===== src/rbpg_pkg.sv =====
`timescale 1ns / 1ps
// Shared types, register map and arithmetic constants of the rainbow border pixel generator.
package rbpg_pkg;

   localparam int CSR_ADDR_W = 4;
   localparam int CSR_DATA_W = 32;
   localparam int IDX_W = 10;

   localparam int DEG_FULL = 360;
   localparam int DEG_SECTOR = 60;

   localparam int MOD360_SHIFT = 33;
   localparam int MOD360_QUO_W = 17;
   localparam logic [24:0] MOD360_RECIP = 25'd23860929;

   localparam int DIV15_DEN = 15;
   localparam int DIV15_SHIFT = 16;
   localparam logic [12:0] DIV15_RECIP = 13'd4369;

   typedef enum logic [1:0] {
      CSR_PANEL_WIDTH  = 2'd0,
      CSR_PANEL_HEIGHT = 2'd1,
      CSR_BRIGHTNESS   = 2'd2,
      CSR_HUE_SPEED    = 2'd3
   } csr_index_type;

   typedef struct packed {
      logic [8:0] panel_width;
      logic [8:0] panel_height;
      logic [7:0] brightness;
      logic [8:0] hue_speed;
   } cfg_type;

   localparam cfg_type CFG_RESET = '{
      panel_width:  9'd64,
      panel_height: 9'd64,
      brightness:   8'd204,
      hue_speed:    9'd3
   };

   typedef struct packed {
      logic [15:0] frame_number;
      logic [9:0]  border_index;
   } req_type;

   typedef struct packed {
      logic [7:0] pixel_x;
      logic [7:0] pixel_y;
      logic [7:0] red;
      logic [7:0] green;
      logic [7:0] blue;
      logic       out_of_range;
   } rsp_type;

   typedef struct packed {
      logic [8:0] hue_deg;
      logic [7:0] pixel_x;
      logic [7:0] pixel_y;
      logic       out_of_range;
   } carry_type;

endpackage


===== src/rbpg_obuf.sv =====
`timescale 1ns / 1ps
// Two-entry result buffer that decouples the pipeline from the result channel.
module rbpg_obuf
   import rbpg_pkg::*;
(
   input  logic    clock,
   input  logic    reset,
   input  logic    push,
   input  rsp_type push_data,
   output logic    full,
   output logic    rsp_valid,
   input  logic    rsp_ready,
   output rsp_type rsp_data
);

   logic [1:0] count_ff;
   logic [1:0] count_in;
   rsp_type    head_ff;
   rsp_type    head_in;
   rsp_type    tail_ff;
   rsp_type    tail_in;
   logic       pop;

   always_comb begin
      pop = rsp_ready && (count_ff != 2'd0);
      count_in = count_ff + 2'(push) - 2'(pop);
      head_in = head_ff;
      tail_in = tail_ff;
      if (pop) begin
         head_in = (count_ff == 2'd2) ? tail_ff : push_data;
      end else if (count_ff == 2'd0) begin
         head_in = push_data;
      end
      if (push && !pop && (count_ff == 2'd1)) begin
         tail_in = push_data;
      end
   end

   always_ff @(posedge clock) begin
      if (reset) begin
         count_ff <= 2'd0;
      end else begin
         count_ff <= count_in;
      end
   end

   always_ff @(posedge clock) begin
      head_ff <= head_in;
      tail_ff <= tail_in;
   end

   assign full = (count_ff == 2'd2);
   assign rsp_valid = (count_ff != 2'd0);
   assign rsp_data = head_ff;

endmodule


===== config.mk =====
export PLATFORM = sky130hd
export DESIGN_NAME = rbpg_obuf
export DESIGN_NICKNAME = d
export VERILOG_FILES = /design/src/rbpg_pkg.sv /design/src/rbpg_obuf.sv
export SDC_FILE = /design/constraint.sdc
export NUM_CORES = 1
export LEC_CHECK = 0
export BUFFER_PORTS_ARGS = -buffer_cell sky130_fd_sc_hd__buf_2
export CORE_UTILIZATION = 37
export DETAILED_ROUTE_END_ITERATION = 16
export HOLD_SLACK_MARGIN = 0.05
export PLACE_DENSITY = 0.69
export RECOVER_POWER = 25
export SLEW_MARGIN = 40
export SYNTH_ARGS = -nofsm -noshare
export SYNTH_HDL_FRONTEND = slang
export SYNTH_SLANG_ARGS = --single-unit

===== constraint.sdc =====
create_clock -name clock -period 10.21 [get_ports clock]
set_clock_uncertainty 0.2 [all_clocks]
set_input_delay 0.5105 -clock clock [delete_from_list [all_inputs] [get_ports clock]]
set_output_delay 0.5105 -clock clock [all_outputs]
set_load 0.005 [all_outputs]

==> impl_summary.md <==
Status
The run finished with clean final reports.

Min path
The tightest min-delay check is of the in -> reg type.

Yosys
The xor-xnor portion of the synthesized cell area is 0%. The synthesized netlist cell count is between 100 and 150. The count of flip-flops with a built-in enable after synthesis is a little over 80. Counting distinct cell types in the post-synthesis netlist gives 16. The count of warnings emitted by yosys is 0.

The commonest cells after synthesis are sky130_fd_sc_hd__edfxtp_1 (82), sky130_fd_sc_hd__mux2_4 (39), sky130_fd_sc_hd__buf_6 (4). The main combinational cell family by area after synthesis is multiplexers. The most used flip-flop cell after synthesis is sky130_fd_sc_hd__edfxtp_1. Measured against the total synthesized area, the mux share comes to 19.0%. The synthesized design contains 84 register bits. A synthesized cell averages about 23 um^2.

The total nets after synthesis is 188. Summed over all instances, the cell type with the most area after synthesis is sky130_fd_sc_hd__edfxtp_1. The leading cell type by number of instances after synthesis is sky130_fd_sc_hd__edfxtp_1. The share of Yosys cell area claimed by the top area cell type is roughly three quarters.

The share of the Yosys chip area taken by registers is around three quarters. After synthesis, the cell types taking the most area are sky130_fd_sc_hd__edfxtp_1 (76%), sky130_fd_sc_hd__mux2_4 (18%), sky130_fd_sc_hd__buf_6 (1.4%). The post-synthesis async set-or-reset flop share is 0%. The synthesized netlist devotes under 10% of its cell area to simple gates. The post-synthesis compound-gate area fraction is less than 1%. The post-synthesis adder-cell area fraction is less than 1%.

The total standard cell area after synthesis is around 0.0033 mm^2.

Clock tree
Gates resized during post-CTS repair numbered 0. In this run, CTS created clock tree buffers numbering 9. The number of hold buffers added after CTS was 0.

The H-tree was split into 3 levels. The post-CTS setup buffer count is 0. Clock-pin slew was measured on the worst setup and hold paths at approximately 0.08 ns.

The buffer depth of the longest clock path is 2. The number of sinks on the clock net is 84. The later pin in the worst-skew pair is clocked with a latency of 0.34 ns. TritonCTS built the clock tree.

In this run the clock root is driven by a sky130_fd_sc_hd__clkbuf_8.

Drt
The average routed wire per standard cell is roughly 15 um. Summed over all layers, the routed wires come to about 5300 um. In the routed layout, each cell is associated on average with a via count of about 4.6. The residual antenna-violating net count after detailed routing is 0.

For this run, the detailed router's first-pass iteration total came to 4. The first routing iteration left 18 violations. Across all layers, the routed design uses 1585 vias. For this run, design rule violations remaining after detail routing come to 0.

Floorplanning
The initial standard-cell utilization of the core is ~39%. The full die area is between 0.009 and 0.01 mm^2. In this run the standard cell core region covers 0.00838 mm^2. The number of rows in the core area is 33. The die width is between 90 and 100 um. In this run the vertical extent of the chip is 95.8 um.

During I/O placement, the number of pins put on the boundary was a little under 90.

Power and ir drop
Dividing total power by cell area gives a power density of roughly 170 mW/mm^2. For this design the static power due to leakage is around 1.6 nW. The design draws between 0.6 and 0.7 mW. The internal portion of the total power is between 0.5 and 0.6 mW. Summed over all nets, the switching power comes to about 0.14 mW.

The register share of total power is between 60% and 70%. The part of the power in combinational logic is 8.3%. The clock group share of total power is approximately 30%. Across the VDD grid, the largest voltage drop is around 0.08 mV. The switching power share of the total is a little over a fifth.

STA
In this run the tightest slew margin relative to its limit is between 40 and 50%. Setup total negative slack on the finished layout was measured at 0 ns. The measured slew at the worst slew-check pin is 0.795 ns.

The worst setup slack after layout is 7.98 ns. The fmax is about 450 MHz. The number of max-slew violations in the final report was 0. On the final layout, the worst hold slack is roughly 0.16 ns. Setup violations remaining at the end of the flow were counted as 0. The number of endpoints with negative hold slack in the final report came to 0.

Dividing the final minimum period by the clock period gives a little over a fifth. The clock period minus worst slack is 2.23 ns. Setup repair after global routing left no endpoint under its margin.

GRT
The via count of the first global-routing pass is between 1500 and 2000. The number of antenna violations at the first check in global routing came to 0. In the global route stage, overall resource usage came out at between 10% and 20%. The largest net degree at the start of global routing is 43. The first-pass GRT wire length is 8480 um.

The total overflow left after global routing is 0.

Final layout
From synthesis to final layout, the design area changed by 20.7%. The proportion of layout cells with a drive suffix above 1 is 49.4%. The share of the core filled with cells in the final layout is between 40% and 50%. Once layout is complete, the cells apart from fillers number between 300 and 400.

The total number of nets in the final design is approximately 280. The number of diodes added for antenna fixing is 0. Once layout is done, the placed cells without fillers occupy 0.00393 mm^2.

Critical path
At the worst endpoint, the required time is between 10 and 15 ns. The slack of the worst reg-to-reg path is about 8.0 ns. The kind of capture point of the worst setup path is a flip-flop. The peak fanout along the critical path is between 40 and 50.

On the worst path, the slowest cell contributes a delay of between 0.5 and 0.6 ns. The cell family contributing the most delay on the critical path is simple AND/OR/NAND/NOR gates. The data arrival at the endpoint of the critical path is about 2.3 ns. The slowest stage of the critical path is the sky130_fd_sc_hd__nand2_4 cell. The launching element type of the critical path is a flip-flop. Together, buffers and inverters on the worst path number 0.

The path type of the worst setup path is reg -> reg. The signal on the critical path passes through nor2b_4 -> nand2_4 -> o21ai_0 -> ha_1 -> nor2b_1 -> mux2_2.

Place
The minimum setup slack after placement is ~7.7 ns. The placed standard-cell area is 0.00381 mm^2. The count of buffers added on input and output ports is 87.

The HPWL after detailed placement is 3560 um. The routability-driven placement congestion ratio is about 0.67. The cell total after placement is around 330.

Run
The reported max-cap violation count is 0.
-- state kept, by name (all words and copies together) (netlist names) --
name      count
rsp_data     41
tail_ff      41
count_ff      2
-- layer usage --
metal	track usage (%)	vias to the layer above	share of wire, %
met5	0	-	0
met2	20.1	56	47
li1	-	747	-
met1	15.6	775	44
met4	5.60	0	1.6
met3	4.58	7	7.2
-- cell type report --
cell class | count | area, um^2
fillers | 743 | 4450
multi-input cells | 53 | 721
clock inverters | 6 | 31.3
well taps | 105 | 131
flip-flops and latches | 84 | 2500
clock buffers | 10 | 128
inverters | 1 | 3.75
repair buffers | 89 | 414
-- kinds of logic after synthesis --
logic type / Yosys count
adder cells (fa/ha/maj): 1
multiplexers: 42
AO/OA/AOI/OAI: 2
AND/OR/NAND/NOR: 8
buffers and inverters: 5
flip-flops: 84
-- placed cells by master (no fill, tap or decap) --
cell type                  instances
sky130_fd_sc_hd__a21boi_0          1
sky130_fd_sc_hd__buf_2            58
sky130_fd_sc_hd__buf_4             2
sky130_fd_sc_hd__clkbuf_1         30
sky130_fd_sc_hd__clkbuf_8          9
sky130_fd_sc_hd__clkinv_1          2
sky130_fd_sc_hd__clkinv_2          3
sky130_fd_sc_hd__clkinv_4          1
sky130_fd_sc_hd__dfxtp_1           2
sky130_fd_sc_hd__edfxtp_1         82
sky130_fd_sc_hd__ha_1              1
sky130_fd_sc_hd__inv_1             1
sky130_fd_sc_hd__mux2_2            3
sky130_fd_sc_hd__mux2_4           39
sky130_fd_sc_hd__nand2_4           1
sky130_fd_sc_hd__nand2b_4          1
sky130_fd_sc_hd__nor2_1            1
sky130_fd_sc_hd__nor2b_1           2
sky130_fd_sc_hd__nor2b_4           1
sky130_fd_sc_hd__nor4b_2           1
sky130_fd_sc_hd__o21ai_0           1
sky130_fd_sc_hd__or2_2             1
-- path summary, 6_finish.rpt --
check | to | cells after the start | from
setup / recovery | count_ff[1]$_SDFF_PP0_ | 6 | count_ff[1]$_SDFF_PP0_
hold / removal | tail_ff[35]$_DFFE_PP_ | 1 | push_data[35]
setup reg to reg | count_ff[1]$_SDFF_PP0_ | 6 | count_ff[1]$_SDFF_PP0_
hold reg to reg | rsp_data[26]$_DFFE_PP_ | 1 | tail_ff[26]$_DFFE_PP_
-- power by group through the flow --
stage | combinational (mW) | sequential (mW) | clock, mW
global placement | 0.0560 | 0.414 | 0
finish | 0.0549 | 0.407 | 0.198
floorplan | 0.0239 | 0.418 | 0
CTS | 0.0581 | 0.407 | 0.205
detailed placement | 0.0580 | 0.415 | 0
global route | 0.0609 | 0.409 | 0.218
(Power assumes the default switching activity.)
