--- src/rbpg_pkg.sv ---
`timescale 1ns / 1ps
// Shared types, register map and arithmetic constants of the rainbow border pixel generator.
package rbpg_pkg;

   localparam int CSR_ADDR_W = 4;
   localparam int CSR_DATA_W = 32;
   localparam int IDX_W = 10;

   localparam int DEG_FULL = 360;
   localparam int DEG_SECTOR = 60;

   localparam int MOD360_SHIFT = 33;
   localparam int MOD360_QUO_W = 17;
   localparam logic [24:0] MOD360_RECIP = 25'd23860929;

   localparam int DIV15_DEN = 15;
   localparam int DIV15_SHIFT = 16;
   localparam logic [12:0] DIV15_RECIP = 13'd4369;

   typedef enum logic [1:0] {
      CSR_PANEL_WIDTH  = 2'd0,
      CSR_PANEL_HEIGHT = 2'd1,
      CSR_BRIGHTNESS   = 2'd2,
      CSR_HUE_SPEED    = 2'd3
   } csr_index_type;

   typedef struct packed {
      logic [8:0] panel_width;
      logic [8:0] panel_height;
      logic [7:0] brightness;
      logic [8:0] hue_speed;
   } cfg_type;

   localparam cfg_type CFG_RESET = '{
      panel_width:  9'd64,
      panel_height: 9'd64,
      brightness:   8'd204,
      hue_speed:    9'd3
   };

   typedef struct packed {
      logic [15:0] frame_number;
      logic [9:0]  border_index;
   } req_type;

   typedef struct packed {
      logic [7:0] pixel_x;
      logic [7:0] pixel_y;
      logic [7:0] red;
      logic [7:0] green;
      logic [7:0] blue;
      logic       out_of_range;
   } rsp_type;

   typedef struct packed {
      logic [8:0] hue_deg;
      logic [7:0] pixel_x;
      logic [7:0] pixel_y;
      logic       out_of_range;
   } carry_type;

endpackage

--- src/rbpg_csr.sv ---
`timescale 1ns / 1ps
// APB-style configuration register file of the rainbow border pixel generator.
module rbpg_csr
   import rbpg_pkg::*;
(
   input  logic                  clock,
   input  logic                  reset,
   input  logic                  psel,
   input  logic                  penable,
   input  logic                  pwrite,
   input  logic [CSR_ADDR_W-1:0] paddr,
   input  logic [CSR_DATA_W-1:0] pwdata,
   output logic [CSR_DATA_W-1:0] prdata,
   output logic                  pready,
   output cfg_type               cfg
);

   cfg_type       cfg_ff;
   cfg_type       cfg_in;
   csr_index_type reg_index;

   always_comb begin
      reg_index = csr_index_type'(paddr[CSR_ADDR_W-1:2]);
      cfg_in = cfg_ff;
      if (psel && penable && pwrite) begin
         case (reg_index)
            CSR_PANEL_WIDTH: begin
               cfg_in.panel_width = pwdata[8:0];
            end
            CSR_PANEL_HEIGHT: begin
               cfg_in.panel_height = pwdata[8:0];
            end
            CSR_BRIGHTNESS: begin
               cfg_in.brightness = pwdata[7:0];
            end
            CSR_HUE_SPEED: begin
               cfg_in.hue_speed = pwdata[8:0];
            end
            default: begin
               cfg_in = cfg_ff;
            end
         endcase
      end
   end

   always_comb begin
      case (reg_index)
         CSR_PANEL_WIDTH: begin
            prdata = CSR_DATA_W'(cfg_ff.panel_width);
         end
         CSR_PANEL_HEIGHT: begin
            prdata = CSR_DATA_W'(cfg_ff.panel_height);
         end
         CSR_BRIGHTNESS: begin
            prdata = CSR_DATA_W'(cfg_ff.brightness);
         end
         CSR_HUE_SPEED: begin
            prdata = CSR_DATA_W'(cfg_ff.hue_speed);
         end
         default: begin
            prdata = '0;
         end
      endcase
   end

   always_ff @(posedge clock) begin
      if (reset) begin
         cfg_ff <= CFG_RESET;
      end else begin
         cfg_ff <= cfg_in;
      end
   end

   assign pready = 1'b1;
   assign cfg = cfg_ff;

endmodule

--- config.mk ---
export PLATFORM = sky130hd
export DESIGN_NAME = rbpg_csr
export DESIGN_NICKNAME = d
export VERILOG_FILES = /design/src/rbpg_pkg.sv /design/src/rbpg_csr.sv
export SDC_FILE = /design/constraint.sdc
export NUM_CORES = 1
export LEC_CHECK = 0
export ABC_AREA = 1
export BUFFER_PORTS_ARGS = -buffer_cell sky130_fd_sc_hd__buf_2
export CAP_MARGIN = 20
export CORE_ASPECT_RATIO = 0.9
export CORE_MARGIN = 2
export CORE_UTILIZATION = 30
export CTS_BUF_LIST = sky130_fd_sc_hd__clkbuf_8
export DETAILED_ROUTE_END_ITERATION = 10
export SLEW_MARGIN = 30
export SYNTH_ARGS = -nofsm -noshare
export SYNTH_HDL_FRONTEND = slang
export SYNTH_SLANG_ARGS = --single-unit
export TNS_END_PERCENT = 5
--- constraint.sdc ---
create_clock -name clock -period 0.8 [get_ports clock]
set_input_delay 0.04 -clock clock [delete_from_list [all_inputs] [get_ports clock]]
set_output_delay 0.04 -clock clock [all_outputs]
set_load 0.005 [all_outputs]
==> run metrics, run 1 <==
fmax 1.051 GHz; maximum vdd ir drop 0.7694 mV; share of layout cells above drive strength 1 41.42%; via density per instance 4.490; row cnt 27; post-synthesis sequential area ratio 37.89%; simple-gate share of the synthesized area 44.59%; antenna violations before repair 0; Yosys top cell area share 37.89%; Max Cap Viol 0; diode count 0; Hold Crit Class in2reg; worst path cell trace nand2_1 -> nand4_1 -> buf_2; Core Region 0.006047 mm²; Static Leak 0.001310 µW; post-synth top area cell dfxtp_1; setup repair after global routing missed its margin true; number of I/O port buffers 59; nets 409; Cell Area, Synth 0.001849 mm²; Post-Syn Area per Cell 6.676 µm²; vias in the first global route 1,823; global route total overflow 0; largest family of logic cells by synthesized area simple AND/OR/NAND/NOR gates; most frequent cell after synthesis nand2_1; Netlist cell types 18; violation count after the first detailed-route iteration 48; Final Skew 0 ns; synth cell count leaders nand2_1, nor2_1, dfxtp_1, nand3_1, buf_4; die area 0.006809 mm²; Worst-Skew Late Latency 0.28 ns; I/O pin count 109; final hold slack 0.02678 ns; CTS root buffer clkbuf_8; failing checks negative setup slack; DRT antenna net count 0; Setup violations, final 21; Post-synth EDFFs 0; H-Tree Depth 2; die span in y 78.49 µm; CP Capture Type output pin; TritonCTS buffer count 5; Top Family by Delay on Critical Path flip-flops; synthesis-to-layout area growth 43.57%; Power, Total 3562 µW; Die X 86.76 µm; CP Launch Type flop; Placer Congestion 0.8086; Final Max Tran Viols 0; Synth Area in XOR/XNOR 0%; required time of the critical path 0.76 ns; post-synthesis cell count 277; largest net degree at the start of global routing 36; Post-Synth Adder-Cell Area 0%; Worst-path clk slew 0.06 ns; fraction of registers with async set/reset 0%; worst path bufs/invs 1; post-synthesis compound-gate area fraction 0.5413%; Detail Placement HPWL 3850 µm; final worst path period share 119.0%; pre-CTS setup slack -0.1149 ns; Worst EP arrival 0.91 ns; register bit total from synthesis 35; first-pass GRT wire length 8562 µm; minimum clock period after layout 0.9517 ns; top post-synthesis cells by area dfxtp_1, nand2_1, nor2_1, buf_4, nand3_1; final worst setup slack -0.1517 ns; router iterations before antenna repair 4; slowest stage delay, CP 0.33 ns; slowest CP cell dfxtp_2; pwr dens 1342 mW/mm²; CTS tree done; crit path max fanout 2; outcome finished, violations left; Routed WL 5299 µm; Post-synth top flop dfxtp_1; clk sinks 35; via count 1,971; Max clock buf depth 2; Initial Util 30.58%; CP Class reg2out; post-synthesis mux area share 0%; WL per Instance 12.07 µm; DRC viols 0; Final Hold Viols 0; max reg flops 35; GRT Total Usage 15.94%; yosys synthesis warning count 0
## path summary, 6_finish.rpt
check / cells past startpoint / startpoint / slack [ns] / end
min reg2reg: 2 / cfg[15] / 0.47 / cfg[15]
max reg2reg: 3 / cfg[32] / 0.09 / cfg[32]
min: 3 / pwdata[6] / 0.03 / cfg[23]
max: 3 / cfg[20] / -0.15 / prdata[3]
## power by group
part	internal [µW]	switching, µW
Sequential	1790	30.0
Combinational	264	328
Clock	567	585
## logic make-up after synthesis
logic type      count (synthesis)
compound gates                  2
simple gates                  190
other cells                     2
buf+inv                        48
flops                          35
## tightest hold or removal path: stages
cell and delay (ns):
buf_2 0.12, nand2_1 0.06, nand3_1 0.07
## layout make-up
type / instances / area, µm²
Clock buffer: 5 / 68.82
Sequential cell: 35 / 744.5
Inverter: 14 / 52.55
Clock inverter: 1 / 3.754
Multi-Input combinational cell: 216 / 937.1
Fill cell: 645 / 3392
Tap cell: 72 / 90.09
Timing Repair Buffer: 96 / 758.2
## cells in the final DEF (no fill, tap or decap)
master	netlist	layout
nor2_2	4	5
inv_1	10	7
inv_2	3	7
nor2_1	55	54
conb_1	2	24
nand3_2	2	3
o21ai_0	2	2
buf_4	27	18
nand3_1	35	34
buf_2	2	44
nand4_1	8	8
nand2_2	1	3
buf_12	0	3
buf_6	3	26
clkbuf_8	0	5
dlygate4sd3_1	0	5
nand2_1	82	80
clkinv_1	1	1
nor2_4	3	3
dfxtp_2	0	35
## stage by stage
stage                     TNS, ns  util (%)  cells  cell area, µm²
final                      -1.913     43.91    439            2655
after global routing       -2.877     43.91    439            2655
after CTS                  -2.214     43.12    439            2608
after detailed placement   -3.259     37.26    416            2253
after global placement     -2.737     37.26    416            2253
after floorplan                 0         -    299            1932
## what timing repair did
action                                  4_1_cts  5_1_grt
cloned                                        0        0
resized for setup                            53       15
endpoints found under the setup margin       40       48
setup buffers                                12        0
hold buffers                                  5        0
endpoints found under the hold margin         5        0
pin swaps                                     6        5
## routing by layer
| metal | part of all wire [%] | global-route usage [%] | up-vias |
|---|---|---|---|
| met3 | 5.0 | 3.365 | 8 |
| met1 | 46 | 20.60 | 902 |
| met2 | 48 | 26.77 | 65 |
| met4 | 1.2 | 4.219 | 0 |
| met5 | 0 | 0 | - |
| li1 | - | - | 996 |
(Power assumes the default switching activity.)
==> run 2, diff against run 1 <==
Settings changed: CORE_MARGIN 2 to 1.5.
==> run 2 against run 1 <==
  * The run still ends with negative setup slack left
  * Non-clock buffer count grew 5
  * Cell count grew 1.1%
  * Via count is the same
  * Combinational power grew 4.4%
  * Routed wire length grew 0.26%
  * First-iteration DRC count grew 48%
  * Critical path depth is the same
  * Sequential power is essentially flat
  * Critical path type unchanged
  * Highest routed layer unchanged
==> run metrics, run 2 (synthesis gave the netlist of run 1 again) <==
outcome finished, violations left; failing checks negative setup slack; final hold slack 0.01434 ns (-0.01245 ns); CP Launch Type flop; Reg2Reg Setup Slack 0.03 ns (-0.06 ns); H-Tree Depth 2 (unchanged); maximum vdd ir drop 0.6143 mV (-20%); CP Capture Type output pin; fmax 1.070 GHz (+1.8%); Placer Congestion 0.8156 (+0.87%); most common cell after layout, fill and taps aside nand2_1; Routed WL 5313 µm (+0.26%); Max clock buf depth 2 (unchanged); crit path max fanout 2 (unchanged); Post-Layout Cell Count 444 (+1.1%); global route total overflow 0 (unchanged); Die X 85.76 µm (-1.2%); Worst-path clk slew 0.07 ns (about the same); synthesis-to-layout area growth 48.71%; CTS tree done; Worst-Skew Late Latency 0.28 ns (about the same); P_int 2843 µW (+8.5%); row cnt 26 (-3.7%); via density per instance 4.439 (-1.1%); WL per Instance 11.97 µm (-0.86%); fillers 594 (-7.9%); Worst EP arrival 0.89 ns (-0.02 ns); diode count 0 (unchanged); final worst setup slack -0.1346 ns (+0.01711 ns); router iterations before antenna repair 4 (unchanged); Sw Share 25.90% (-0.57 points); pwr dens 1395 mW/mm² (+4.0%); Sequential Power Share 47.3% (-3.7 points); DRC viols 0 (unchanged); TritonCTS buffer count 5 (unchanged); minimum clock period after layout 0.9346 ns (-0.01711 ns); violation count after the first detailed-route iteration 71 (+48%); die span in y 77.49 µm (-1.3%); I/O pin count 109 (unchanged); Final Instance Area 0.002750 mm² (+3.6%); setup repair after global routing missed its margin true; net switching power 994.0 µW (+5.4%); largest net degree at the start of global routing 36 (unchanged); Worst Min Path Start pwdata[7]; Detail Placement HPWL 3848 µm (about the same); placed cell count 415 (-0.24%); Core Region 0.005823 mm² (-3.7%); required time of the critical path 0.76 ns (about the same); share of layout cells above drive strength 1 43.58% (+2.2 points); first-pass GRT wire length 8873 µm (+3.6%); vias in the first global route 1,873 (+2.7%); Initial Util 31.76% (+1.2 points); max reg flops 35 (unchanged); Setup violations, final 26 (+24%); clock share of power 36.5% (+4.2 points); CP Class reg2out; nets 414 (+1.2%); reg2reg path depth 3 (unchanged); Max Cap Viol 0 (unchanged); die area 0.006645 mm² (-2.4%); Placement Cell Area 0.002271 mm² (+0.78%); Static Leak 0.001363 µW (+4.0%); hold depth 3 (unchanged); DRT antenna net count 0 (unchanged); via count 1,971 (unchanged); Hold Crit Class in2reg; combinational power share 16.1% (-0.5 points); Hold Path End cfg[16]; commonest cells after routing, fill and taps aside nand2_1, nor2_1, buf_2; Crit Reg-Reg Startpoint cfg[32]; CTS root buffer clkbuf_8; antenna violations before repair 0 (unchanged); number of I/O port buffers 59 (unchanged); Final Skew 0 ns (unchanged); Final Max Tran Viols 0 (unchanged); GRT Total Usage 16.94% (+1.0 points); Final Hold Viols 0 (unchanged); r2r endpoint cfg[32]; clk sinks 35 (unchanged); final worst path period share 116.8% (-2.1 points)
run 2: cell types whose count changed in the layout (fill, tap and decap cells not counted), sizes merged:
cell / delta
dlygate4sd3: -1
clkbuf: +2
buf: +6
run 2: cell type report:
class                   instances  area, µm²  share of cell area (%)
repair buffers                101      818.3                   29.75
flip-flops and latches         35      744.5                   27.07
multi-input cells             216      947.2                   34.44
clock buffers                   7      96.34                   3.503
clock inverters                 1      3.754                  0.1365
well taps                      70      87.58                   3.185
inverters                      14      52.55                   1.911
run 2: repair_timing:
| item | in CTS | in global routing |
|---|---|---|
| hold buffers | 4 | 0 |
| pin swaps | 8 | 4 |
| endpoints found under the hold margin | 4 | 0 |
| gates resized for setup | 51 | 22 |
| setup endpoints to repair | 39 | 48 |
| setup buffers | 14 | 3 |
run 2: how the worst max path moves through the flow:
stage              from        end  slack (ns)
6_report        cfg[32]  prdata[6]       -0.13
5_1_grt         cfg[20]  prdata[3]       -0.19
4_1_cts         cfg[15]  prdata[6]       -0.14
3_5_place_dp   paddr[2]    cfg[34]       -0.14
3_3_place_gp   paddr[2]    cfg[31]       -0.10
2_1_floorplan      psel    cfg[17]        0.03
run 2: routing by layer:
metal	global-route usage (%)	wire length [µm]	vias up
met4	4.839	40	0
met1	21.96	2423	884
met3	3.404	260	6
li1	-	-	1014
met2	28.43	2588	67
met5	0	0	-
run 2: power by group through the flow:
| stage | clock network (µW) | logic [µW] | registers (µW) |
|---|---|---|---|
| final | 1400 | 618 | 1820 |
| after global routing | 1510 | 694 | 1820 |
| after CTS | 1430 | 600 | 1810 |
| after detailed placement | 0 | 532 | 1850 |
| after global placement | 0 | 529 | 1850 |
| after floorplan | 0 | 371 | 1850 |
run 2: through the flow:
stage          setup WS, ns  utilization, %  total power [µW]  setup TNS [ns]
6_report            -0.1346           47.23              3837          -2.312
5_1_grt             -0.1923           47.23              4028          -3.451
4_1_cts             -0.1382           45.62              3847          -2.298
3_5_place_dp        -0.1394           39.00              2382          -3.306
3_3_place_gp        -0.1043           39.00              2379          -2.861
2_1_floorplan       0.02639               -              2221               0
run 2: worst max-delay path, cell delays in order (launching register included):
cell     delay, ns
dfxtp_2       0.33
nand2_1       0.07
nand4_1       0.08
buf_2         0.14
==> run 3, diff against run 2 <==
==> constraint.sdc (replaced) <==
create_clock -name clock -period 0.8 [get_ports clock]
set_input_delay 0.08 -clock clock [delete_from_list [all_inputs] [get_ports clock]]
set_output_delay 0.08 -clock clock [all_outputs]
set_load 0.005 [all_outputs]
==> run 3 against run 2 <==
  * Register-to-register slack gained 0.06 ns
  * Maximum frequency shrank 7.3%
  * Clock skew stayed put
  * Final area shrank 5.1%
  * Largest power group unchanged
  * Hold slack better by 0.0071 ns
  * Largest cell class unchanged
  * Cell count down 3.2%
  * The run still ends with negative setup slack left
  * First-iteration DRC count unchanged
  * Clock power about the same
==> run metrics, run 3 (synthesis gave the netlist of run 1 again) <==
Top Family by Delay on Critical Path flip-flops; H-Tree Depth 2 (unchanged); GRT Total Usage 15.39% (-1.6 points); reg2reg path depth 3 (unchanged); Detail Placement HPWL 3742 µm (-2.7%); Final Instance Area 0.002611 mm² (-5.1%); synthesis-to-layout area growth 41.20%; outcome finished, violations left; Max Cap Viol 0 (unchanged); Finished Core Util 44.84% (-2.4 points); TritonCTS buffer count 5 (unchanged); Worst-path clk slew 0.07 ns (about the same); via count 1,889 (-4.2%); commonest cells after routing, fill and taps aside nand2_1, nor2_1, buf_2; CTS Hold Bufs 0 (-4); Max clock buf depth 2 (unchanged); final hold slack 0.02145 ns (+0.007117 ns); CP Capture Type output pin; Worst-Skew Late Latency 0.28 ns (about the same); Setup violations, final 44 (+69%); CTS tree done; clk sinks 35 (unchanged); Hold Crit Class in2reg; final worst path period share 126.0% (+9.2 points); vias in the first global route 1,690 (-9.8%); Worst EP arrival 0.93 ns (+0.04 ns); DRT antenna net count 0 (unchanged); DRC viols 0 (unchanged); Hold Path End cfg[0]; Crit Reg-Reg Startpoint cfg[32]; slowest CP cell dfxtp_2; Static Leak 0.001288 µW (-5.5%); failing checks negative setup slack; minimum clock period after layout 1.008 ns (+0.07366 ns); global route total overflow 0 (unchanged); setup repair after global routing missed its margin true; Routed WL 4990 µm (-6.1%); share of layout cells above drive strength 1 40.28% (-3.3 points); CTS root buffer clkbuf_8; pwr dens 1452 mW/mm² (+4.1%); worst path cell trace nand2_1 -> nand4_1 -> buf_2; diode count 0 (unchanged); final worst setup slack -0.2082 ns (-0.07366 ns); setup TNS -2.857 ns (-0.5446 ns); slowest stage delay, CP 0.33 ns (about the same); hold depth 3 (unchanged); antenna violations before repair 0 (unchanged); first-pass GRT wire length 8017 µm (-9.6%); Reg2Reg Setup Slack 0.09 ns (+0.06 ns); I/O pin count 109 (unchanged); CP Class reg2out; required time of the critical path 0.72 ns (-0.04 ns); worst path bufs/invs 1 (unchanged); die area 0.006645 mm² (unchanged); Initial Util 31.76% (unchanged); fmax 0.9919 GHz (-7.3%); most common cell after layout, fill and taps aside nand2_1; via density per instance 4.393 (-1.0%); router iterations before antenna repair 4 (unchanged); Final Hold Viols 0 (unchanged); Final Skew 0 ns (unchanged); row cnt 26 (unchanged); Placer Congestion 0.7625 (-6.5%); maximum vdd ir drop 0.8995 mV (+46%); number of I/O port buffers 59 (unchanged); nets 400 (-3.4%); CP Launch Type flop; violation count after the first detailed-route iteration 71 (unchanged); WL per Instance 11.60 µm (-3.0%); Core Region 0.005823 mm² (unchanged); Die X 85.76 µm (unchanged); Worst Min Path Start pwdata[0]; crit path max fanout 3 (+1); fillers 614 (+3.4%); Final Max Tran Viols 0 (unchanged); largest net degree at the start of global routing 36 (unchanged); die span in y 77.49 µm (unchanged); Placement Cell Area 0.002283 mm² (+0.55%); max reg flops 35 (unchanged); r2r endpoint cfg[32]
## run 3: area by class of cell
class	instances	area, µm²	share of cell area [%]
tap	70	87.58	3.354
timing repair buffer	87	693.2	26.55
clock inverter	1	3.754	0.1437
clock buffer	7	96.34	3.690
inverter	14	52.55	2.012
multi-input combinational	216	934.6	35.79
sequential	35	743.2	28.46
## run 3: worst min-delay path, delay by kind of cell
family / cells / cell delay (ns)
simple gates: 2 / 0.11
buf+inv: 1 / 0.09
## run 3: per-layer routing
metal	part of all wire [%]	track usage, %	up-vias
li1	-	-	977
met1	47	19.70	841
met2	47	25.20	63
met3	5.2	3.830	8
met4	1.1	5.161	0
met5	0	0	-
## run 3: how the worst max path moves through the flow
stage | startpoint | end | slack [ns] | depth (start not counted)
2_1_floorplan | psel | cfg[17] | 0.02 | 7
3_5_place_dp | pwrite | cfg[2] | -0.18 | 6
4_1_cts | cfg[21] | prdata[4] | -0.21 | 3
6_report | cfg[33] | prdata[7] | -0.21 | 3
5_1_grt | cfg[16] | prdata[7] | -0.28 | 3
3_3_place_gp | pwrite | cfg[2] | -0.17 | 6
## run 3: stage by stage
| stage | setup slack [ns] | total power [µW] | instances |
|---|---|---|---|
| after floorplan | 0.01737 | 2222 | 299 |
| after global placement | -0.1678 | 2380 | 415 |
| after detailed placement | -0.1759 | 2384 | 415 |
| after CTS | -0.2111 | 3807 | 428 |
| after global routing | -0.2768 | 4005 | 430 |
| final | -0.2082 | 3793 | 430 |
## run 3: what timing repair did
item	4_1_cts	5_1_grt
pin swaps	6	12
endpoints found under the setup margin	44	44
gates resized for setup	48	11
buffers inserted	5	2
## run 3: power breakdown
group	total, µW	leakage, µW	switching (µW)	internal [µW]
Combinational	574	0.000939	319	255
Clock	1400	0.0000557	627	773
Sequential	1820	0.000293	31.2	1790
