File: src/rbpg_pkg.sv
`timescale 1ns / 1ps
// Shared types, register map and arithmetic constants of the rainbow border pixel generator.
package rbpg_pkg;

   localparam int CSR_ADDR_W = 4;
   localparam int CSR_DATA_W = 32;
   localparam int IDX_W = 10;

   localparam int DEG_FULL = 360;
   localparam int DEG_SECTOR = 60;

   localparam int MOD360_SHIFT = 33;
   localparam int MOD360_QUO_W = 17;
   localparam logic [24:0] MOD360_RECIP = 25'd23860929;

   localparam int DIV15_DEN = 15;
   localparam int DIV15_SHIFT = 16;
   localparam logic [12:0] DIV15_RECIP = 13'd4369;

   typedef enum logic [1:0] {
      CSR_PANEL_WIDTH  = 2'd0,
      CSR_PANEL_HEIGHT = 2'd1,
      CSR_BRIGHTNESS   = 2'd2,
      CSR_HUE_SPEED    = 2'd3
   } csr_index_type;

   typedef struct packed {
      logic [8:0] panel_width;
      logic [8:0] panel_height;
      logic [7:0] brightness;
      logic [8:0] hue_speed;
   } cfg_type;

   localparam cfg_type CFG_RESET = '{
      panel_width:  9'd64,
      panel_height: 9'd64,
      brightness:   8'd204,
      hue_speed:    9'd3
   };

   typedef struct packed {
      logic [15:0] frame_number;
      logic [9:0]  border_index;
   } req_type;

   typedef struct packed {
      logic [7:0] pixel_x;
      logic [7:0] pixel_y;
      logic [7:0] red;
      logic [7:0] green;
      logic [7:0] blue;
      logic       out_of_range;
   } rsp_type;

   typedef struct packed {
      logic [8:0] hue_deg;
      logic [7:0] pixel_x;
      logic [7:0] pixel_y;
      logic       out_of_range;
   } carry_type;

endpackage

File: src/rbpg_color.sv
`timescale 1ns / 1ps
// Five-stage hue sum, sector split and full-saturation HSV to RGB conversion.
module rbpg_color
   import rbpg_pkg::*;
#(
   parameter int HUE_FRAC_BITS = 6,
   parameter int QUO_W = 15
) (
   input  logic             clock,
   input  logic             reset,
   input  logic             enable,
   input  logic             in_valid,
   input  logic [QUO_W-1:0] spread,
   input  carry_type        in_carry,
   input  logic [7:0]       brightness,
   output logic             out_valid,
   output rsp_type          out_data
);

   localparam int HUE_FULL = DEG_FULL << HUE_FRAC_BITS;
   localparam int SEC_LEN = DEG_SECTOR << HUE_FRAC_BITS;
   localparam int HSW = QUO_W + 1;
   localparam int SW = $clog2(SEC_LEN + 1);
   localparam int PRW = 8 + SW;
   localparam int SCW = 12;

   typedef enum logic [2:0] {
      SECT_RED_YEL = 3'd0,
      SECT_YEL_GRN = 3'd1,
      SECT_GRN_CYN = 3'd2,
      SECT_CYN_BLU = 3'd3,
      SECT_BLU_MAG = 3'd4,
      SECT_MAG_RED = 3'd5
   } sector_type;

   logic             v1_ff, v2_ff, v3_ff, v4_ff, v5_ff;
   carry_type        c1_ff, c2_ff, c3_ff, c4_ff;
   logic [QUO_W-1:0] hue_ff;
   sector_type       sec2_ff, sec3_ff, sec4_ff;
   logic [SW-1:0]    wsel_ff;
   logic [PRW-1:0]   prod_ff;
   logic [SCW-1:0]   scaled_ff;
   logic [7:0]       est_ff;
   rsp_type          out_ff;

   logic [HSW-1:0]   hsum;
   logic [QUO_W-1:0] hue_in;
   sector_type       sec_in;
   logic [QUO_W-1:0] base;
   logic [QUO_W-1:0] offset;
   logic [SW-1:0]    wsel_in;
   logic [PRW-1:0]   prod_in;
   logic [SCW-1:0]   scaled_in;
   logic [24:0]      est_prod;
   logic [7:0]       est_in;
   logic [SCW-1:0]   est_rem;
   logic [7:0]       second;
   rsp_type          out_in;

   always_comb begin
      hsum = (HSW'(in_carry.hue_deg) << HUE_FRAC_BITS) + HSW'(spread);
      if (hsum >= HSW'(HUE_FULL)) begin
         hsum = hsum - HSW'(HUE_FULL);
      end
      hue_in = hsum[QUO_W-1:0];
   end

   always_comb begin
      if (hue_ff < QUO_W'(SEC_LEN)) begin
         sec_in = SECT_RED_YEL;
         base = '0;
      end else if (hue_ff < QUO_W'(2 * SEC_LEN)) begin
         sec_in = SECT_YEL_GRN;
         base = QUO_W'(SEC_LEN);
      end else if (hue_ff < QUO_W'(3 * SEC_LEN)) begin
         sec_in = SECT_GRN_CYN;
         base = QUO_W'(2 * SEC_LEN);
      end else if (hue_ff < QUO_W'(4 * SEC_LEN)) begin
         sec_in = SECT_CYN_BLU;
         base = QUO_W'(3 * SEC_LEN);
      end else if (hue_ff < QUO_W'(5 * SEC_LEN)) begin
         sec_in = SECT_BLU_MAG;
         base = QUO_W'(4 * SEC_LEN);
      end else begin
         sec_in = SECT_MAG_RED;
         base = QUO_W'(5 * SEC_LEN);
      end
      offset = hue_ff - base;
      wsel_in = sec_in[0] ? (SW'(SEC_LEN) - SW'(offset)) : SW'(offset);
   end

   // The sector length is 15 * 2^(HUE_FRAC_BITS+2): shift first, then divide by 15.
   always_comb begin
      prod_in = PRW'(brightness) * PRW'(wsel_ff);
      scaled_in = SCW'(prod_ff >> (HUE_FRAC_BITS + 2));
      est_prod = 25'(scaled_in) * 25'(DIV15_RECIP);
      est_in = est_prod[DIV15_SHIFT +: 8];
      est_rem = scaled_ff - ({4'd0, est_ff} * SCW'(DIV15_DEN));
      second = (est_rem >= SCW'(DIV15_DEN)) ? (est_ff + 8'd1) : est_ff;
   end

   always_comb begin
      out_in.pixel_x = c4_ff.pixel_x;
      out_in.pixel_y = c4_ff.pixel_y;
      out_in.out_of_range = 1'b0;
      case (sec4_ff)
         SECT_RED_YEL: begin
            out_in.red = brightness;
            out_in.green = second;
            out_in.blue = 8'd0;
         end
         SECT_YEL_GRN: begin
            out_in.red = second;
            out_in.green = brightness;
            out_in.blue = 8'd0;
         end
         SECT_GRN_CYN: begin
            out_in.red = 8'd0;
            out_in.green = brightness;
            out_in.blue = second;
         end
         SECT_CYN_BLU: begin
            out_in.red = 8'd0;
            out_in.green = second;
            out_in.blue = brightness;
         end
         SECT_BLU_MAG: begin
            out_in.red = second;
            out_in.green = 8'd0;
            out_in.blue = brightness;
         end
         default: begin
            out_in.red = brightness;
            out_in.green = 8'd0;
            out_in.blue = second;
         end
      endcase
      if (c4_ff.out_of_range) begin
         out_in = '0;
         out_in.out_of_range = 1'b1;
      end
   end

   always_ff @(posedge clock) begin
      if (reset) begin
         v1_ff <= 1'b0;
         v2_ff <= 1'b0;
         v3_ff <= 1'b0;
         v4_ff <= 1'b0;
         v5_ff <= 1'b0;
      end else if (enable) begin
         v1_ff <= in_valid;
         v2_ff <= v1_ff;
         v3_ff <= v2_ff;
         v4_ff <= v3_ff;
         v5_ff <= v4_ff;
      end
   end

   always_ff @(posedge clock) begin
      if (enable) begin
         hue_ff <= hue_in;
         c1_ff <= in_carry;
         sec2_ff <= sec_in;
         wsel_ff <= wsel_in;
         c2_ff <= c1_ff;
         prod_ff <= prod_in;
         sec3_ff <= sec2_ff;
         c3_ff <= c2_ff;
         scaled_ff <= scaled_in;
         sec4_ff <= sec3_ff;
         c4_ff <= c3_ff;
         est_ff <= est_in;
         out_ff <= out_in;
      end
   end

   assign out_valid = v5_ff;
   assign out_data = out_ff;

endmodule

File: config.mk
export PLATFORM = sky130hd
export DESIGN_NAME = rbpg_color
export DESIGN_NICKNAME = d
export VERILOG_FILES = /design/src/rbpg_pkg.sv /design/src/rbpg_color.sv
export SDC_FILE = /design/constraint.sdc
export NUM_CORES = 1
export LEC_CHECK = 0
export ABC_AREA = 1
export BUFFER_PORTS_ARGS = -buffer_cell sky130_fd_sc_hd__buf_4
export CAP_MARGIN = 20
export CORE_ASPECT_RATIO = 0.7
export CORE_MARGIN = 4
export CORE_UTILIZATION = 45
export DETAILED_ROUTE_END_ITERATION = 8
export PLACE_DENSITY = 0.72
export SKIP_LAST_GASP = 1
export SLEW_MARGIN = 0
export SYNTH_ARGS = -nofsm -noshare
export SYNTH_HDL_FRONTEND = slang
export SYNTH_SLANG_ARGS = --single-unit
File: constraint.sdc
create_clock -name clock -period 5.85 [get_ports clock]
set_input_delay 0 -clock clock [delete_from_list [all_inputs] [get_ports clock]]
set_output_delay 0 -clock clock [all_outputs]
set_load 0.005 [all_outputs]
==> out/metrics.yaml, run 1 <==
grt:
  grt-ovfl-total: 0
  grt_pass1_vias: 8595
  grt_usage_pct: 16.7
  grt_max_degree: 86
  antenna_found_initial: 0
  grt_pass1_wl_mm: 42.7
detailed_routing:
  via_per_inst: 4.89
  first_iter_violations: 625
  ant_nets: 0
  vias: 8872
  avgRoutedWirePerCell_um: 14.0
  dr.pass1.iters: 5
  routed_wl_mm: 25.4
  drc: 0
clock_tree:
  cts_setup_buffers: 0
  cts_tree: "yes"
  cts_buffers: 17
  root_buffer: "clkbuf_16"
  clk_path_buf_depth: 2
  clk_pin_slew_worst_paths_ns: 0.07
  clock_latency_ns: 0.43
  h-tree-depth: 4
  numClockSinks: 182
critical_path:
  critPathKind: "flip-flop to flip-flop"
  arrival_ns: 4.62
  cp_max_fo: 8
  required_ns: 6.03
  cp_slowest_cell: "edfxtp_1"
  path_common_cell: "fa_1"
  crit_path_cell_trace: "nand2_1 -> fa_1 -> inv_1 -> fa_1 -> fa_1 -> fa_1 -> ha_1 -> a21oi_1 -> o21ai_0 -> a221oi_1 -> o21ai_1 -> nand2_1 -> nand2_1"
  slowest_delay_ns: 0.55
  end_kind: "flip-flop"
  r2r_setup_slack_ns: 1.41
  startpoint_type: "flip-flop"
sta:
  hold_violations: 0
  fin_crit_sh_pct: 76.0
  slew_headroom_pct: 34.0
  tightest_slew_ns: 0.990
  fin_setup_tns_ns: 0
  max_freq_mhz: 225
  rsz0062_at_grt: "no"
  min_period_ns: 4.44
  setup_viol: 0
  maxSlewViolCount: 0
  skew_ns: 0.00689
synthesis:
  post_synth.cell_area_avg_um2: 9.75
  synth_warnings: 0
  syn_nets: 1568
  synthArstFlopShare_pct: 0
  synth_edf_count: 177
  synth.distinct_cells: 36
  syn_inst: 1310
  ys_ff_latch: 182
  ys_seq_area_share_pct: 42.4
  syn_area_mm2: 0.0128
  synthFlopType: "edfxtp_1"
finish:
  diodes: 0
  drive_above_1_share_pct: 10.2
  num-fill-cells: 2421
  instances_no_fill: 1815
  area_growth_pct: 15.1
  final_common_cell: "nand2_1"
  fin_area_mm2: 0.0147
  layout_common_cells: "nand2_1, inv_1, edfxtp_1, ha_1, buf_4"
  final_nets: 1690
placed_design:
  dp_cells: 1756
  gp_congestion: 0.893
  dpl_cell_area_mm2: 0.0139
  detailed_place_hpwl_mm: 19.9
  port_buffers: 94
min_path:
  min_path_type: "primary input to flip-flop"
floorplanning:
  fp.dieArea_mm2: 0.0312
  coreArea_mm2: 0.0279
  fp.dieW_um: 209
  rows: 51
  dieHeight_um: 149
  start_util_pct: 45.8
  ioPinCount: 95
run:
  cap_violations: 0
status:
  status: "finished, final reports clean"
[through the flow]
stage          util [%]  worst slack [ns]  hold slack [ns]
2_1_floorplan         -              1.80           0.0691
3_3_place_gp       49.7              1.57            0.179
3_5_place_dp       49.7              1.46            0.180
4_1_cts            52.7              1.42           0.0378
5_1_grt            52.7              1.11           0.0671
6_report           52.7              1.41           0.0617
[cell families (layout without fill, tap and decap cells)]
| family | after synthesis | count (layout) | synth area share [%] |
|---|---|---|---|
| XOR/XNOR | 48 | 48 | 3.29 |
| flip-flops | 182 | 182 | 42.4 |
| buffers and inverters | 301 | 435 | 8.93 |
| adder cells (fa/ha/maj) | 205 | 205 | 25.3 |
| AO/OA/AOI/OAI | 104 | 104 | 4.46 |
| AND/OR/NAND/NOR | 470 | 470 | 15.6 |
[timing repair]
item / in CTS / in global routing
gates resized for setup: 0 / 0
hold endpoints to repair: 70 / 0
hold buffers: 28 / 0
[worst paths after layout]
kind                                     end     startpoint  depth (start not counted)
worst min-delay path            out_data[14]  brightness[5]                          3
worst min register to register      c3_ff[7]       c2_ff[7]                          0
worst max register to register   prod_ff[19]     wsel_ff[6]                         13
worst max-delay path             prod_ff[19]     wsel_ff[6]                         13
[per-layer routing]
layer | up-vias | part of all wire (%) | global-route usage [%]
met4 | 0 | 1.1 | 3.33
met3 | 19 | 5.9 | 3.49
met5 | - | 0 | 0
li1 | 4416 | - | -
met2 | 247 | 43 | 24.6
met1 | 4190 | 50 | 25.8
[Yosys cell counts (all sizes together), types with 2 or more instances]
master | number | area share (%)
o211ai | 2 | 0.12
ha | 116 | 11
nor2 | 63 | 2.1
a21boi | 2 | 0.12
edfxtp | 177 | 42
a21oi | 65 | 2.6
nand3 | 78 | 3.1
nand4 | 10 | 0.49
fa | 89 | 14
nand2 | 304 | 9.3
o21ai | 20 | 0.78
xnor2 | 12 | 0.82
inv | 279 | 8.2
xor2 | 36 | 2.5
clkbuf | 22 | 0.73
o21a | 3 | 0.18
dfxtp | 5 | 0.78
a31oi | 5 | 0.25
nor3 | 9 | 0.35
or2 | 4 | 0.20
o21bai | 3 | 0.18
[registers in the layout, indices dropped and copies added (netlist names), 3 cells and up]
name and cells:
c4_ff 17, est_ff 8, c1_ff 17, sec2_ff 3
prod_ff 12, sec3_ff 3, c3_ff 17, c2_ff 17
sec4_ff 3, hue_ff 15, out_data 41, scaled_ff 12
wsel_ff 12
[critical path, delay by kind of cell, from the launching register on]
| family | cells | cell delay (ns) |
|---|---|---|
| buf+inv | 1 | 0.06 |
| flops | 1 | 0.55 |
| fa+ha+maj | 5 | 2.39 |
| compound gates | 4 | 0.93 |
| simple gates | 3 | 0.27 |
[layout make-up]
cell class | instances | area, um2 | area share (%)
clock buffer | 17 | 425 | 2.89
sequential | 182 | 5420 | 36.8
clock inverter | 14 | 124 | 0.843
inverter | 279 | 1050 | 7.12
timing repair buffer | 125 | 1010 | 6.89
multi-input combinational | 827 | 6210 | 42.3
tap | 371 | 464 | 3.16
Power of run 1 is left out: the tool's default activity adds up to more than one toggle a clock period on the data nets, which glitch-free logic cannot reach.
==> run 2, diff against run 1 <==
PLACE_DENSITY = 0.74   (was 0.72)
clock period = 3.97 ns   (was 5.85 ns; I/O delays follow)
==> run 2 against run 1 <==
Effect of this change:
- the flow now finishes with violations (negative setup slack)
- critical endpoint unchanged
- first-iteration DRC count is 18% higher
- via count is 7.4% higher
- core utilization increased by 5.5 points
- fmax increased by 8.4%
- critical path depth increased by 3
- cell count rose by 5.0%
- sequential share of layout area decreased by 3.5 points
- flip-flop and latch count stayed put
- die area unchanged
- highest routed layer unchanged
==> out/metrics.yaml, run 2 (same netlist as run 1, synthesis figures left out) <==
status:
  status: "finished, violations left"
  violations: "negative setup slack"
placed_design:
  dp_cells: 1817  # +3.5%
  detailed_place_hpwl_mm: 20.4  # +2.3%
  port_buffers: 94  # unchanged
  gp_congestion: 0.922  # +3.3%
clock_tree:
  clk_path_buf_depth: 2  # unchanged
  cts_buffers: 17  # unchanged
  h-tree-depth: 4  # unchanged
  clk_pin_slew_worst_paths_ns: 0.08  # about the same
  root_buffer: "clkbuf_16"
  numClockSinks: 182  # unchanged
  clock_latency_ns: 0.45  # +0.02 ns
  cts_tree: "yes"
min_path:
  min_path_cells: 3  # unchanged
  hp-start: "brightness[1]"
  hold_end: "out_data[10]"
  min_path_type: "primary input to flip-flop"
critical_path:
  crit_path_cell_trace: "nand2_2 -> fa_2 -> fa_1 -> inv_1 -> fa_1 -> fa_1 -> ha_4 -> nand2_4 -> nor2_2 -> nand2_1 -> nand2_2 -> nand3_2 -> nand2_2 -> nand2_2 -> o211ai_1 -> nand2_1"
  r2r-end: "prod_ff[19]"
  critPathKind: "flip-flop to flip-flop"
  r2r_cells: 16  # +3
  cp_max_fo: 7  # -1
  end_kind: "flip-flop"
  cp_slowest_cell: "edfxtp_1"
  startpoint_type: "flip-flop"
  required_ns: 4.17  # -1.86 ns
  worstReg2RegStart: "wsel_ff[5]"
  path_buf_inv: 1  # unchanged
  arrival_ns: 4.30  # -0.32 ns
  r2r_setup_slack_ns: -0.13  # -1.53 ns
  slowest_delay_ns: 0.56  # about the same
  path_common_cell: "nand2_2"
  path_delay_family: "adder cells"
floorplanning:
  start_util_pct: 45.8  # unchanged
  dieHeight_um: 149  # unchanged
  fp.dieArea_mm2: 0.0312  # unchanged
  coreArea_mm2: 0.0279  # unchanged
  ioPinCount: 95  # unchanged
  fp.dieW_um: 209  # unchanged
  rows: 51  # unchanged
finish:
  instances_no_fill: 1906  # +5.0%
  final_common_cell: "inv_1"
  final_nets: 1780  # +5.3%
  area_growth_pct: 27.2
  layout_common_cells: "inv_1, nand2_1, buf_4, edfxtp_1, ha_1"
  largest_reg_flops: 41  # unchanged
  diodes: 0  # unchanged
  drive_above_1_share_pct: 25.3  # +15 points
sta:
  tightest_slew_ns: 1.18  # +0.187 ns
  rsz0062_at_grt: "yes"
  fin_crit_sh_pct: 103  # +27 points
  skew_ns: 0.0162  # +0.00933 ns
  slew_headroom_pct: 21.6  # -12 points
  setup_ws_ns: -0.128  # -1.53 ns
  min_period_ns: 4.10  # -0.345 ns
  max_freq_mhz: 244  # +8.4%
  setup_viol: 26  # +26
  maxSlewViolCount: 0  # unchanged
  fin_setup_tns_ns: -1.69  # -1.69 ns
  hold_violations: 0  # unchanged
detailed_routing:
  avgRoutedWirePerCell_um: 15.1  # +7.7%
  routed_wl_mm: 28.7  # +13%
  via_per_inst: 5.00  # +2.3%
  vias: 9532  # +7.4%
  drc: 0  # unchanged
  ant_nets: 0  # unchanged
  first_iter_violations: 736  # +18%
  dr.pass1.iters: 5  # unchanged
grt:
  grt_pass1_vias: 9446  # +9.9%
  grt_pass1_wl_mm: 45.7  # +7.0%
  antenna_found_initial: 0  # unchanged
  grt_max_degree: 120  # +40%
  grt_usage_pct: 18.0  # +1.3 points
  grt-ovfl-total: 0  # unchanged
run:
  cap_violations: 0  # unchanged
[run 2: cell type report]
| cell class | instances | area [um2] |
|---|---|---|
| Clock buffer | 17 | 425 |
| Clock inverter | 15 | 183 |
| Fill cell | 2148 | 11600 |
| Inverter | 279 | 1050 |
| Multi-Input combinational cell | 829 | 7000 |
| Sequential cell | 182 | 5420 |
| Tap cell | 371 | 464 |
| Timing Repair Buffer | 213 | 1710 |
[run 2: worst max path at each step]
stage | slack [ns] | startpoint | endpoint | cells past startpoint
floorplan | 0.004 | wsel_ff[0] | prod_ff[19] | 15
CTS | -0.07 | wsel_ff[5] | prod_ff[19] | 16
global route | -0.34 | est_ff[5] | out_data[16] | 21
global placement | -0.10 | wsel_ff[3] | prod_ff[19] | 15
detailed placement | -0.28 | wsel_ff[6] | prod_ff[19] | 13
finish | -0.13 | wsel_ff[5] | prod_ff[19] | 16
[run 2: layer usage]
| metal | track usage [%] | vias to the layer above | routed length [um] |
|---|---|---|---|
| met2 | 28.9 | 281 | 13900 |
| met4 | 4.43 | 0 | 538 |
| met3 | 3.97 | 45 | 1680 |
| met5 | 0 | - | 0 |
| met1 | 25.2 | 4603 | 12600 |
| li1 | - | 4603 | - |
[run 2: worst register-to-register path, stage by stage, from the launching register on]
cell	delay, ns
edfxtp_1	0.56
nand2_2	0.12
fa_2	0.49
fa_1	0.54
inv_1	0.05
fa_1	0.49
fa_1	0.46
ha_4	0.32
nand2_4	0.05
nor2_2	0.10
nand2_1	0.08
nand2_2	0.11
nand3_2	0.09
nand2_2	0.10
nand2_2	0.07
o211ai_1	0.16
nand2_1	0.07
[run 2: per-stage QoR]
step | instance area, um2 | hold WS [ns] | worst slack [ns] | utilization, %
floorplan | 12800 | 0.0691 | 0.00430 | -
global placement | 14400 | 0.180 | -0.103 | 51.5
detailed placement | 14400 | 0.180 | -0.276 | 51.5
CTS | 15700 | 0.0313 | -0.0684 | 56.2
global route | 16200 | 0.0345 | -0.340 | 58.2
finish | 16200 | 0.0367 | -0.128 | 58.2
[run 2: repair_timing]
item | 4_1_cts | 5_1_grt
resized for setup | 55 | 123
hold endpoints to repair | 29 | 0
setup endpoints to repair | 34 | 36
buffers inserted | 16 | 12
hold buffers | 27 | 0
pin swaps | 55 | 69
gates cloned | 2 | 0
Power of run 2 is left out for the same reason.
==> run 3, diff against run 2 <==
PLACE_DENSITY = not set   (was 0.74)
==> run 3 against run 2 <==
Effect of this change:
- the run still ends with negative setup slack left
- hold slack better by 0.0050 ns
- die area is the same
- clock skew is 0.0017 ns lower
- count of clock-buffer cells in the layout increased by 1
- global-route usage down 0.20 points
- flip-flop and latch count did not move
- cell count is 0.73% higher
- largest cell class unchanged
- cell area rose by 0.78%
- critical path type unchanged
==> out/metrics.yaml, run 3 (same netlist as run 1, synthesis figures left out) <==
status:
  status: "finished, violations left"
  violations: "negative setup slack"
floorplanning:
  dieHeight_um: 149  # unchanged
  ioPinCount: 95  # unchanged
  fp.dieArea_mm2: 0.0312  # unchanged
  start_util_pct: 45.8  # unchanged
  fp.dieW_um: 209  # unchanged
  rows: 51  # unchanged
  coreArea_mm2: 0.0279  # unchanged
sta:
  maxSlewViolCount: 0  # unchanged
  setup_viol: 10  # -62%
  hold_ws_ns: 0.0418  # +0.00503 ns
  max_freq_mhz: 245  # +0.38%
  skew_ns: 0.0145  # -0.00170 ns
  tightest_slew_ns: 1.03  # -0.142 ns
  min_period_ns: 4.08  # -0.0154 ns
  rsz0062_at_grt: "yes"
  hold_violations: 0  # unchanged
  setup_ws_ns: -0.113  # +0.0154 ns
  slew_headroom_pct: 31.1  # +9.5 points
  fin_crit_sh_pct: 103  # -0.39 points
clock_tree:
  cts_tree: "yes"
  clk_path_buf_depth: 2  # unchanged
  clk_pin_slew_worst_paths_ns: 0.07  # about the same
  root_buffer: "clkbuf_16"
  cts_buffers: 17  # unchanged
  h-tree-depth: 4  # unchanged
  clock_latency_ns: 0.44  # about the same
  numClockSinks: 182  # unchanged
finish:
  num-fill-cells: 2334  # +8.7%
  drive_above_1_share_pct: 25.6  # +0.29 points
  final_common_cell: "nand2_1"
  fin_area_mm2: 0.0164  # +0.78%
  final_nets: 1794  # +0.79%
  largest_reg_flops: 41  # unchanged
  instances_no_fill: 1920  # +0.73%
  layout_common_cells: "nand2_1, inv_1, buf_4, edfxtp_1, ha_1"
  diodes: 0  # unchanged
  area_growth_pct: 28.2
detailed_routing:
  dr.pass1.iters: 7  # +2
  first_iter_violations: 682  # -7.3%
  avgRoutedWirePerCell_um: 14.6  # -3.3%
  ant_nets: 0  # unchanged
  via_per_inst: 4.86  # -2.8%
  vias: 9333  # -2.1%
  drc: 0  # unchanged
  routed_wl_mm: 28.0  # -2.6%
critical_path:
  end_kind: "flip-flop"
  r2r_cells: 16  # unchanged
  cp_max_fo: 4  # -3
  worstReg2RegStart: "wsel_ff[4]"
  r2r-end: "prod_ff[19]"
  slowest_delay_ns: 0.54  # -0.02 ns
  crit_path_cell_trace: "buf_4 -> nand2_1 -> fa_2 -> fa_1 -> inv_1 -> fa_1 -> fa_1 -> ha_4 -> nand2_2 -> o21a_1 -> nand2_2 -> nand3_4 -> nand2_4 -> nand2_2 -> o211ai_1 -> nand2_1"
  required_ns: 4.15  # -0.02 ns
  cp_slowest_cell: "fa_1"
  critPathKind: "flip-flop to flip-flop"
  path_delay_family: "adder cells"
  arrival_ns: 4.26  # -0.04 ns
  r2r_setup_slack_ns: -0.11  # +0.02 ns
  crit_start: "wsel_ff[4]"
  startpoint_type: "flip-flop"
  path_buf_inv: 2  # +1
placed_design:
  gp_congestion: 0.869  # -5.8%
  dpl_cell_area_mm2: 0.0145  # +0.59%
  place_ws_ns: -0.189  # +0.0862 ns
  port_buffers: 94  # unchanged
  detailed_place_hpwl_mm: 20.8  # +2.1%
  dp_cells: 1830  # +0.72%
grt:
  grt-ovfl-total: 0  # unchanged
  antenna_found_initial: 0  # unchanged
  grt_usage_pct: 17.8  # -0.20 points
  grt_pass1_wl_mm: 44.9  # -1.7%
  grt_pass1_vias: 8997  # -4.8%
  grt_max_degree: 114  # -5.0%
min_path:
  min_path_type: "primary input to flip-flop"
  hp-start: "brightness[1]"
  min_path_cells: 3  # unchanged
  hold_end: "out_data[2]"
run:
  cap_violations: 0  # unchanged
-- run 3: cell count changes in the layout (fill, tap and decap cells not counted), moves of 3 or more --
cell,before,now
nand2_2,30,22
nand2_1,259,262
nand2_4,12,19
buf_4,178,190
ha_1,102,98
buf_6,7,10
ha_4,13,18
nand3_2,31,26
nand3_1,43,49
-- run 3: final cells by class --
cell class	count	area [um2]	area share (%)
Multi-Input combinational cell	829	7020	42.9
Tap cell	371	464	2.84
Inverter	279	1050	6.40
Timing Repair Buffer	227	1810	11.1
Clock buffer	18	429	2.62
Clock inverter	14	184	1.12
Sequential cell	182	5420	33.1
-- run 3: metal layers --
metal	wire, um	track usage (%)	part of all wire [%]
met5	0	0	0
met4	318	3.39	1.1
met3	1340	3.59	4.8
met2	12100	25.7	43
met1	14200	28.0	51
-- run 3: what timing repair did --
action	CTS	global route
gates cloned	2	0
pin swaps	52	80
hold endpoints to repair	29	0
setup endpoints to repair	34	36
setup buffers	17	12
hold buffers	27	0
resized for setup	66	115
-- run 3: through the flow --
stage | util, % | setup TNS, ns
after floorplan | - | 0
after global placement | 51.8 | -0.823
after detailed placement | 51.8 | -1.92
after CTS | 56.6 | -0.245
after global routing | 58.7 | -5.29
final | 58.7 | -0.371
-- run 3: how the worst max path moves through the flow --
stage	end	slack (ns)	cells after the start
after floorplan	prod_ff[19]	0.004	15
after global placement	prod_ff[19]	-0.14	13
after detailed placement	prod_ff[19]	-0.19	15
after CTS	prod_ff[19]	-0.10	15
after global routing	prod_ff[18]	-0.23	14
final	prod_ff[19]	-0.11	16
-- run 3: worst register-to-register path, cell delays in order (launching register included) --
cell      delay [ns]
edfxtp_1        0.44
buf_4           0.17
nand2_1         0.07
fa_2            0.44
fa_1            0.54
inv_1           0.05
fa_1            0.49
fa_1            0.46
ha_4            0.32
nand2_2         0.06
o21a_1          0.19
nand2_2         0.13
nand3_4         0.10
nand2_4         0.08
nand2_2         0.05
o211ai_1        0.17
nand2_1         0.08
Power of run 3 is left out for the same reason.
